==> config.mk <==
export PLATFORM = sky130hd
export DESIGN_NAME = msb_first_bit_packer
export DESIGN_NICKNAME = d
export VERILOG_FILES = /design/src/rtl/bpk_pkg.sv /design/src/rtl/bpk_front.sv /design/src/rtl/bpk_back.sv /design/src/rtl/msb_first_bit_packer.sv
export SDC_FILE = /design/constraint.sdc
export NUM_CORES = 1
export LEC_CHECK = 0
export ABC_AREA = 1
export ABC_CLOCK_PERIOD_IN_PS = 7280
export BUFFER_PORTS_ARGS = -buffer_cell sky130_fd_sc_hd__buf_2
export CAP_MARGIN = 15
export CORE_ASPECT_RATIO = 0.7
export CORE_UTILIZATION = 43
export CTS_CLUSTER_DIAMETER = 100
export DETAILED_ROUTE_END_ITERATION = 10
export PLACE_DENSITY = 0.58
export SKIP_CTS_REPAIR_TIMING = 1
export SLEW_MARGIN = 10
export SYNTH_ARGS = -nofsm -noshare
export SYNTH_HDL_FRONTEND = slang
export SYNTH_SLANG_ARGS = --single-unit
==> constraint.sdc <==
create_clock -name clk -period 7.28 [get_ports clk]
set_clock_uncertainty 0.1 [all_clocks]
set_input_delay 0.364 -clock clk [delete_from_list [all_inputs] [get_ports clk]]
set_output_delay 0.364 -clock clk [all_outputs]
set_load 0.1 [all_outputs]
==> src/rtl/bpk_pkg.sv <==
package bpk_pkg;

	// byte geometry of the output stream
	localparam int BYTE_W = 8;
	localparam int OFF_W  = 3;
	localparam int AVL_W  = 4;

	// one result request as held in the output register
	typedef struct packed {
		logic [BYTE_W-1:0] out_byte;
		logic              last;
	} out_req_t;

	// handshake between the front queue and the back packer
	typedef struct packed {
		logic valid;
		logic flush;
	} head_ctl_t;

endpackage

==> src/rtl/bpk_front.sv <==
module bpk_front #(
	parameter int VALUE_WIDTH = 64,
	parameter int CNT_W       = 7
) (
	input  logic                   clk,
	input  logic                   arst_n,
	input  logic                   valid,
	output logic                   stall,
	input  logic [VALUE_WIDTH-1:0] field_value,
	input  logic [6:0]             bit_count,
	input  logic                   flush,
	output bpk_pkg::head_ctl_t     head_ctl,
	output logic [VALUE_WIDTH-1:0] head_value,
	output logic [CNT_W-1:0]       head_count,
	input  logic                   pop
);

	localparam int DEPTH = 2;

	logic [CNT_W-1:0]       cnt_sat;
	logic [VALUE_WIDTH-1:0] val_aligned;
	logic [VALUE_WIDTH-1:0] val_q   [DEPTH];
	logic [CNT_W-1:0]       cnt_q   [DEPTH];
	logic                   flush_q [DEPTH];
	logic                   wr_ptr_q;
	logic                   rd_ptr_q;
	logic [1:0]             fill_q;
	logic                   push;
	logic                   do_pop;

	// saturate the count and left-align the field so its first bit is the MSB
	always_comb begin
		if (bit_count > 7'(VALUE_WIDTH)) begin
			cnt_sat = CNT_W'(VALUE_WIDTH);
		end else begin
			cnt_sat = CNT_W'(bit_count);
		end
		val_aligned = field_value << (CNT_W'(VALUE_WIDTH) - cnt_sat);
	end

	assign stall  = (fill_q == 2'(DEPTH));
	assign push   = valid && !stall;
	assign do_pop = pop && (fill_q != 2'd0);

	// two-entry request queue
	always_ff @(posedge clk or negedge arst_n) begin
		if (!arst_n) begin
			wr_ptr_q <= 1'b0;
			rd_ptr_q <= 1'b0;
			fill_q   <= 2'd0;
		end else begin
			if (push) begin
				wr_ptr_q <= !wr_ptr_q;
			end
			if (do_pop) begin
				rd_ptr_q <= !rd_ptr_q;
			end
			case ({push, do_pop})
				2'b10:   fill_q <= fill_q + 2'd1;
				2'b01:   fill_q <= fill_q - 2'd1;
				default: fill_q <= fill_q;
			endcase
		end
	end

	always_ff @(posedge clk) begin
		if (push) begin
			val_q[wr_ptr_q]   <= val_aligned;
			cnt_q[wr_ptr_q]   <= cnt_sat;
			flush_q[wr_ptr_q] <= flush;
		end
	end

	assign head_ctl.valid = (fill_q != 2'd0);
	assign head_ctl.flush = flush_q[rd_ptr_q];
	assign head_value     = val_q[rd_ptr_q];
	assign head_count     = cnt_q[rd_ptr_q];

endmodule

==> src/rtl/bpk_back.sv <==
module bpk_back #(
	parameter int VALUE_WIDTH = 64,
	parameter int CNT_W       = 7
) (
	input  logic                   clk,
	input  logic                   arst_n,
	input  bpk_pkg::head_ctl_t     head_ctl,
	input  logic [VALUE_WIDTH-1:0] head_value,
	input  logic [CNT_W-1:0]       head_count,
	output logic                   pop,
	output logic                   valid,
	input  logic                   stall,
	output bpk_pkg::out_req_t      res
);

	// current request being packed
	logic                       cur_valid_q;
	logic [VALUE_WIDTH-1:0]     cur_val_q;
	logic [CNT_W-1:0]           cur_rem_q;
	logic                       cur_flush_q;
	// packer state
	logic [bpk_pkg::BYTE_W-1:0] part_q;
	logic [bpk_pkg::OFF_W-1:0]  off_q;
	// output register
	logic                       out_valid_q;
	bpk_pkg::out_req_t          out_q;

	logic [bpk_pkg::AVL_W-1:0]  avail;
	logic [bpk_pkg::BYTE_W-1:0] top8;
	logic [bpk_pkg::BYTE_W-1:0] tail_bits;
	logic [bpk_pkg::BYTE_W-1:0] merged;
	logic [CNT_W-1:0]           rem_next;
	logic                       full_path;
	logic                       emit;
	logic                       done;
	logic                       step;
	logic                       out_free;
	bpk_pkg::out_req_t          emit_req;
	logic [bpk_pkg::BYTE_W-1:0] part_d;
	logic [bpk_pkg::OFF_W-1:0]  off_d;

	// one step: fill the partial byte from the top of the aligned field
	always_comb begin
		avail     = bpk_pkg::AVL_W'(bpk_pkg::BYTE_W) - {1'b0, off_q};
		top8      = cur_val_q[VALUE_WIDTH-1 -: bpk_pkg::BYTE_W];
		full_path = (cur_rem_q >= CNT_W'(avail));
		rem_next  = cur_rem_q - CNT_W'(avail);
		tail_bits = top8 & ~(8'hFF >> cur_rem_q[2:0]);
		merged    = part_q | (tail_bits >> off_q);
		part_d    = part_q;
		off_d     = off_q;
		emit      = 1'b0;
		done      = 1'b0;
		emit_req.out_byte = part_q | (top8 >> off_q);
		emit_req.last     = 1'b0;
		if (full_path) begin
			// a byte completes
			emit   = 1'b1;
			part_d = '0;
			off_d  = '0;
			done   = (rem_next == '0);
			emit_req.last = (rem_next < CNT_W'(bpk_pkg::BYTE_W))
				&& !(cur_flush_q && (rem_next != '0));
		end else begin
			// request ends inside the partial byte
			done  = 1'b1;
			off_d = off_q + cur_rem_q[2:0];
			if (cur_flush_q) begin
				emit   = (off_d != '0);
				part_d = '0;
				off_d  = '0;
				emit_req.out_byte = merged;
				emit_req.last     = 1'b1;
			end else begin
				part_d = merged;
			end
		end
	end

	assign out_free = !out_valid_q || !stall;
	assign step     = cur_valid_q && (!emit || out_free);
	assign pop      = head_ctl.valid && (!cur_valid_q || (step && done));

	// current request and packer state
	always_ff @(posedge clk or negedge arst_n) begin
		if (!arst_n) begin
			cur_valid_q <= 1'b0;
			part_q      <= '0;
			off_q       <= '0;
		end else begin
			if (step) begin
				part_q <= part_d;
				off_q  <= off_d;
			end
			if (pop) begin
				cur_valid_q <= 1'b1;
			end else if (step && done) begin
				cur_valid_q <= 1'b0;
			end
		end
	end

	always_ff @(posedge clk) begin
		if (pop) begin
			cur_val_q   <= head_value;
			cur_rem_q   <= head_count;
			cur_flush_q <= head_ctl.flush;
		end else if (step && full_path) begin
			cur_val_q <= cur_val_q << avail;
			cur_rem_q <= rem_next;
		end
	end

	// output register
	always_ff @(posedge clk or negedge arst_n) begin
		if (!arst_n) begin
			out_valid_q <= 1'b0;
		end else if (step && emit) begin
			out_valid_q <= 1'b1;
		end else if (!stall) begin
			out_valid_q <= 1'b0;
		end
	end

	always_ff @(posedge clk) begin
		if (step && emit) begin
			out_q <= emit_req;
		end
	end

	assign valid = out_valid_q;
	assign res   = out_q;

endmodule

==> src/rtl/msb_first_bit_packer.sv <==
// MSB-first bit packer.
// Input channel (in_valid/in_stall): each request carries field_value, bit_count
// and flush. The low bit_count bits of field_value (count saturated to
// VALUE_WIDTH) are appended to the stream, highest bit first; flush then pads
// the pending partial byte with zeros, sends it, and clears the packer.
// Output channel (out_valid/out_stall): one packed byte per transfer, earliest
// bit in bit 7; last marks the final byte produced by an input request.
// Throughput: at most one byte per cycle from the packer while out_stall is low;
// a request takes one step per byte completed from its field, plus one more
// when it ends inside the partial byte (bits left over, nothing completed,
// or a flush padding byte), so up to 9 steps for a 64-bit field with flush.
// A two-entry queue in front of the packer absorbs requests
// while it works, and the output register lets the packer run while a byte
// waits. When out_stall is high the held byte stays put and the packer halts
// on its next byte; the queue then fills and in_stall rises.
// Reset clears the queue, the output register and the partial byte.
module msb_first_bit_packer #(
	parameter int VALUE_WIDTH = 64
) (
	input  logic                   clk,
	input  logic                   arst_n,
	input  logic                   in_valid,
	output logic                   in_stall,
	input  logic [VALUE_WIDTH-1:0] field_value,
	input  logic [6:0]             bit_count,
	input  logic                   flush,
	output logic                   out_valid,
	input  logic                   out_stall,
	output logic [7:0]             out_byte,
	output logic                   last
);

	localparam int CNT_W = $clog2(VALUE_WIDTH + 1);

	bpk_pkg::head_ctl_t     head_ctl;
	logic [VALUE_WIDTH-1:0] head_value;
	logic [CNT_W-1:0]       head_count;
	logic                   pop;
	bpk_pkg::out_req_t      res;

	// request queue
	bpk_front #(
		.VALUE_WIDTH (VALUE_WIDTH),
		.CNT_W       (CNT_W)
	) u_front (
		.clk         (clk),
		.arst_n      (arst_n),
		.valid       (in_valid),
		.stall       (in_stall),
		.field_value (field_value),
		.bit_count   (bit_count),
		.flush       (flush),
		.head_ctl    (head_ctl),
		.head_value  (head_value),
		.head_count  (head_count),
		.pop         (pop)
	);

	// byte packer
	bpk_back #(
		.VALUE_WIDTH (VALUE_WIDTH),
		.CNT_W       (CNT_W)
	) u_back (
		.clk        (clk),
		.arst_n     (arst_n),
		.head_ctl   (head_ctl),
		.head_value (head_value),
		.head_count (head_count),
		.pop        (pop),
		.valid      (out_valid),
		.stall      (out_stall),
		.res        (res)
	);

	assign out_byte = res.out_byte;
	assign last     = res.last;

endmodule

==> impl_metrics.toml <==
[final_layout]
antennaDiodeCount = 0
fin_area_um2 = 18700
layoutNonFillerInstCount = 3058
area_growth_pct = 8.29
fin_nets = 2591
nFillCells = 4106
layout-drive-gt1-share_pct = 7.06

[power]
p_leak_nw = 8.72
switchingPower_mw = 4.70
power_density_nw_per_um2 = 497
combPwrFrac_pct = 58.1
vdd_drop_max_uv = 432
seqPwrFrac_pct = 28.4
p_sw_share_pct = 50.5
p_int_mw = 4.62
clock_power_share_pct = 13.5

[clock_network]
cts_max_level = 1
clock_latency_ns = 0.55
cts_tree = "done"
cts_buffers = 25
cts_root_buf = "clkbuf_16"
cts.sink_count = 242
cts_buffer_depth = 3
clk_pin_slew_ns = 0.06

[hold_path]
hold_class = "input pin to flip-flop"
hold_path_startpoint = "bit_count[1]"

[synth]
yosys-top-cells-count = "968 x nand2_1, 662 x nand3_1, 225 x edfxtp_1"
yosysTopAreaCellShare_pct = 39.0
synth_ff_type = "edfxtp_1"
synth-seq-area-share_pct = 41.5
postSynthCellCount = 2538
synth_top_area_cell = "edfxtp_1"
synthTopCellsByArea = "edfxtp_1 39%, nand2_1 21%, nand3_1 19%"
synth_cell_type_count = 41
synthArstFlopShare_pct = 7.02
synth_most_common_cell = "nand2_1"
synth_edf_count = 225
syn_area_um2 = 17300
synth_warnings = 0
synth_seq_cells = 242
synth_nets = 2623
avgSynthCellArea_um2 = 6.82

[critical_path]
cp.arrival_ns = 5.04
worstSetupStartpoint = "u_back.off_q[1]"
cp_slowest_stage_delay_ns = 0.66
cp-end-kind = "flip-flop"
crit_chain = "inv_1 -> ha_2 -> inv_1 -> nand2_2 -> nand2_4 -> nand2_2 -> nand2_1 -> o21ai_1 -> inv_1 -> nand3_1 -> a21boi_4 -> nand2_1 -> nand2_2 -> nand2_2 -> nand2_2 -> buf_4"
r2r-start = "u_back.off_q[1]"
slowest_stage = "dfrtp_1"
crit_required_ns = 7.36
crit_fanout = 53
crit_path_frequent_cell = "nand2_2"
crit_type = "flip-flop to flip-flop"
cp_top_family = "simple AND/OR/NAND/NOR gates"
cp-start-kind = "flip-flop"
crit_buf_inv = 4

[job]
drv_cap = 0

[sta]
slew_viol_final = 0
tightest_slew_ns = 1.16
setup-violations-final = 0
finalHoldViolations = 0
post-route-period-util_pct = 68.2
rsz0062_at_grt = "false"
finalSetupTns_ns = 0
period_minus_slack_ns = 4.96
max_freq_ghz = 0.201
timing.slew.headroom_pct = 23.0

[route]
antenna_left = 0
m1WireLength_um = 26000
dr_wl_met3_um = 4470
drt-initial-drc-count = 1907
top_layer = "met4"
routed_wl_um = 53500
drt_first_pass_iters = 6
wl_per_cell_um = 17.5
vias = 17000
vias_per_cell = 5.57
drcViolationCount = 0
wl_met2_um = 22500

[placed_design]
numPlacedInstances = 3010
port_buffers = 86
dpl.hpwl_um = 38300
place_area_um2 = 17900
finalWeightedCongestion = 0.918

[floorplan]
die_w_um = 242
die_area_um2 = 41100
dieHeight_um = 170
row_count = 61
ioPinCount = 87
start_util_pct = 43.6
coreArea_um2 = 39700

[global_route]
grt_pass1_wl_um = 84800
track_usage_pct = 25.8
grt_max_degree = 77
grt_pass1_vias = 15300
antenna_found_initial = 0
grt-ovfl-total = 0

[run_status]
status = "completed"
-- power groups by stage --
| stage | clock (mW) | sequential, mW | combinational (mW) |
|---|---|---|---|
| after detailed placement | 0 | 2.67 | 5.37 |
| after global routing | 1.34 | 2.70 | 6.11 |
| after global placement | 0 | 2.67 | 5.34 |
| after CTS | 1.29 | 2.64 | 5.38 |
| final | 1.26 | 2.65 | 5.41 |
| after floorplan | 0 | 2.81 | 3.85 |
-- registers in the layout, indices dropped and copies added (netlist names), 2 cells and up --
| name | cells |
|---|---|
| u_front.flush_q | 2 |
| u_back.off_q | 3 |
| u_back.cur_val_q | 64 |
| u_back.res | 9 |
| u_front.cnt_q | 14 |
| u_front.val_q | 128 |
| u_front.fill_q | 2 |
| u_back.part_q | 8 |
| u_back.cur_rem_q | 7 |
-- layout by cell type, fill, tap and decap left out, types with 5 or more instances in the layout --
cell,n
a21oi_1,10
a31oi_1,7
buf_2,86
buf_4,24
clkbuf_1,6
clkbuf_16,25
dfrtp_1,15
edfxtp_1,225
ha_1,5
inv_1,156
inv_2,8
mux2i_1,12
nand2_1,961
nand2_2,9
nand3_1,662
nand4_1,11
nor2_1,76
nor3_1,10
o211ai_1,7
o21ai_0,141
o221ai_1,8
-- stage by stage --
| stage | worst slack, ns | power (mW) | hold slack, ns | util (%) |
|---|---|---|---|---|
| 2_1_floorplan | 2.07 | 6.66 | -0.0316 | - |
| 3_3_place_gp | 2.42 | 8.00 | 0.234 | 45.2 |
| 3_5_place_dp | 2.29 | 8.04 | 0.240 | 45.2 |
| 4_1_cts | 2.29 | 9.32 | -0.328 | 47.1 |
| 5_1_grt | 1.84 | 10.1 | 0.145 | 47.2 |
| 6_report | 2.32 | 9.32 | 0.129 | 47.2 |
-- worst paths after layout --
check / endpoint / slack, ns / cells after the start
worst min register to register: u_back.valid / 0.39 / 2
min in group asynchronous: u_front.fill_q[0] / 0.22 / 2
worst max register to register: u_back.cur_val_q[14] / 2.32 / 16
worst min-delay path: u_front.cnt_q[0][1] / 0.13 / 3
max in group asynchronous: u_back.off_q[0] / 6.51 / 2
worst max-delay path: u_back.cur_val_q[14] / 2.32 / 16
-- metal layers --
metal,track usage (%),vias up
li1,-,8440
met1,39.3,7924
met2,38.4,621
met3,5.24,36
met4,3.14,0
met5,0,-
-- final cells by class --
cell class | count | area [um^2] | share of cell area, %
inverters | 165 | 619 | 3.30
well taps | 535 | 669 | 3.57
multi-input cells | 1958 | 8840 | 47.1
repair buffers | 114 | 651 | 3.47
clock inverters | 11 | 113 | 0.601
clock buffers | 33 | 676 | 3.60
flip-flops and latches | 242 | 7180 | 38.3
-- worst register-to-register path, cell delays in order (launching register included) --
cell and delay, ns:
dfrtp_1 0.66, inv_1 0.35, ha_2 0.28, inv_1 0.06, nand2_2 0.07, nand2_4 0.41, nand2_2 0.15, nand2_1 0.13
o21ai_1 0.06, inv_1 0.08, nand3_1 0.14, a21boi_4 0.55, nand2_1 0.14, nand2_2 0.09, nand2_2 0.05, nand2_2 0.63
buf_4 0.59
-- kinds of logic after synthesis --
family	count (synthesis)	share of synthesized area, %
XOR/XNOR	5	0.253
buffers and inverters	338	7.75
adder cells (fa/ha/maj)	9	0.737
AO/OA/AOI/OAI	187	5.98
AND/OR/NAND/NOR	1745	43.1
flip-flops	242	41.5
multiplexers	12	0.694
(Power assumes the default switching activity.)
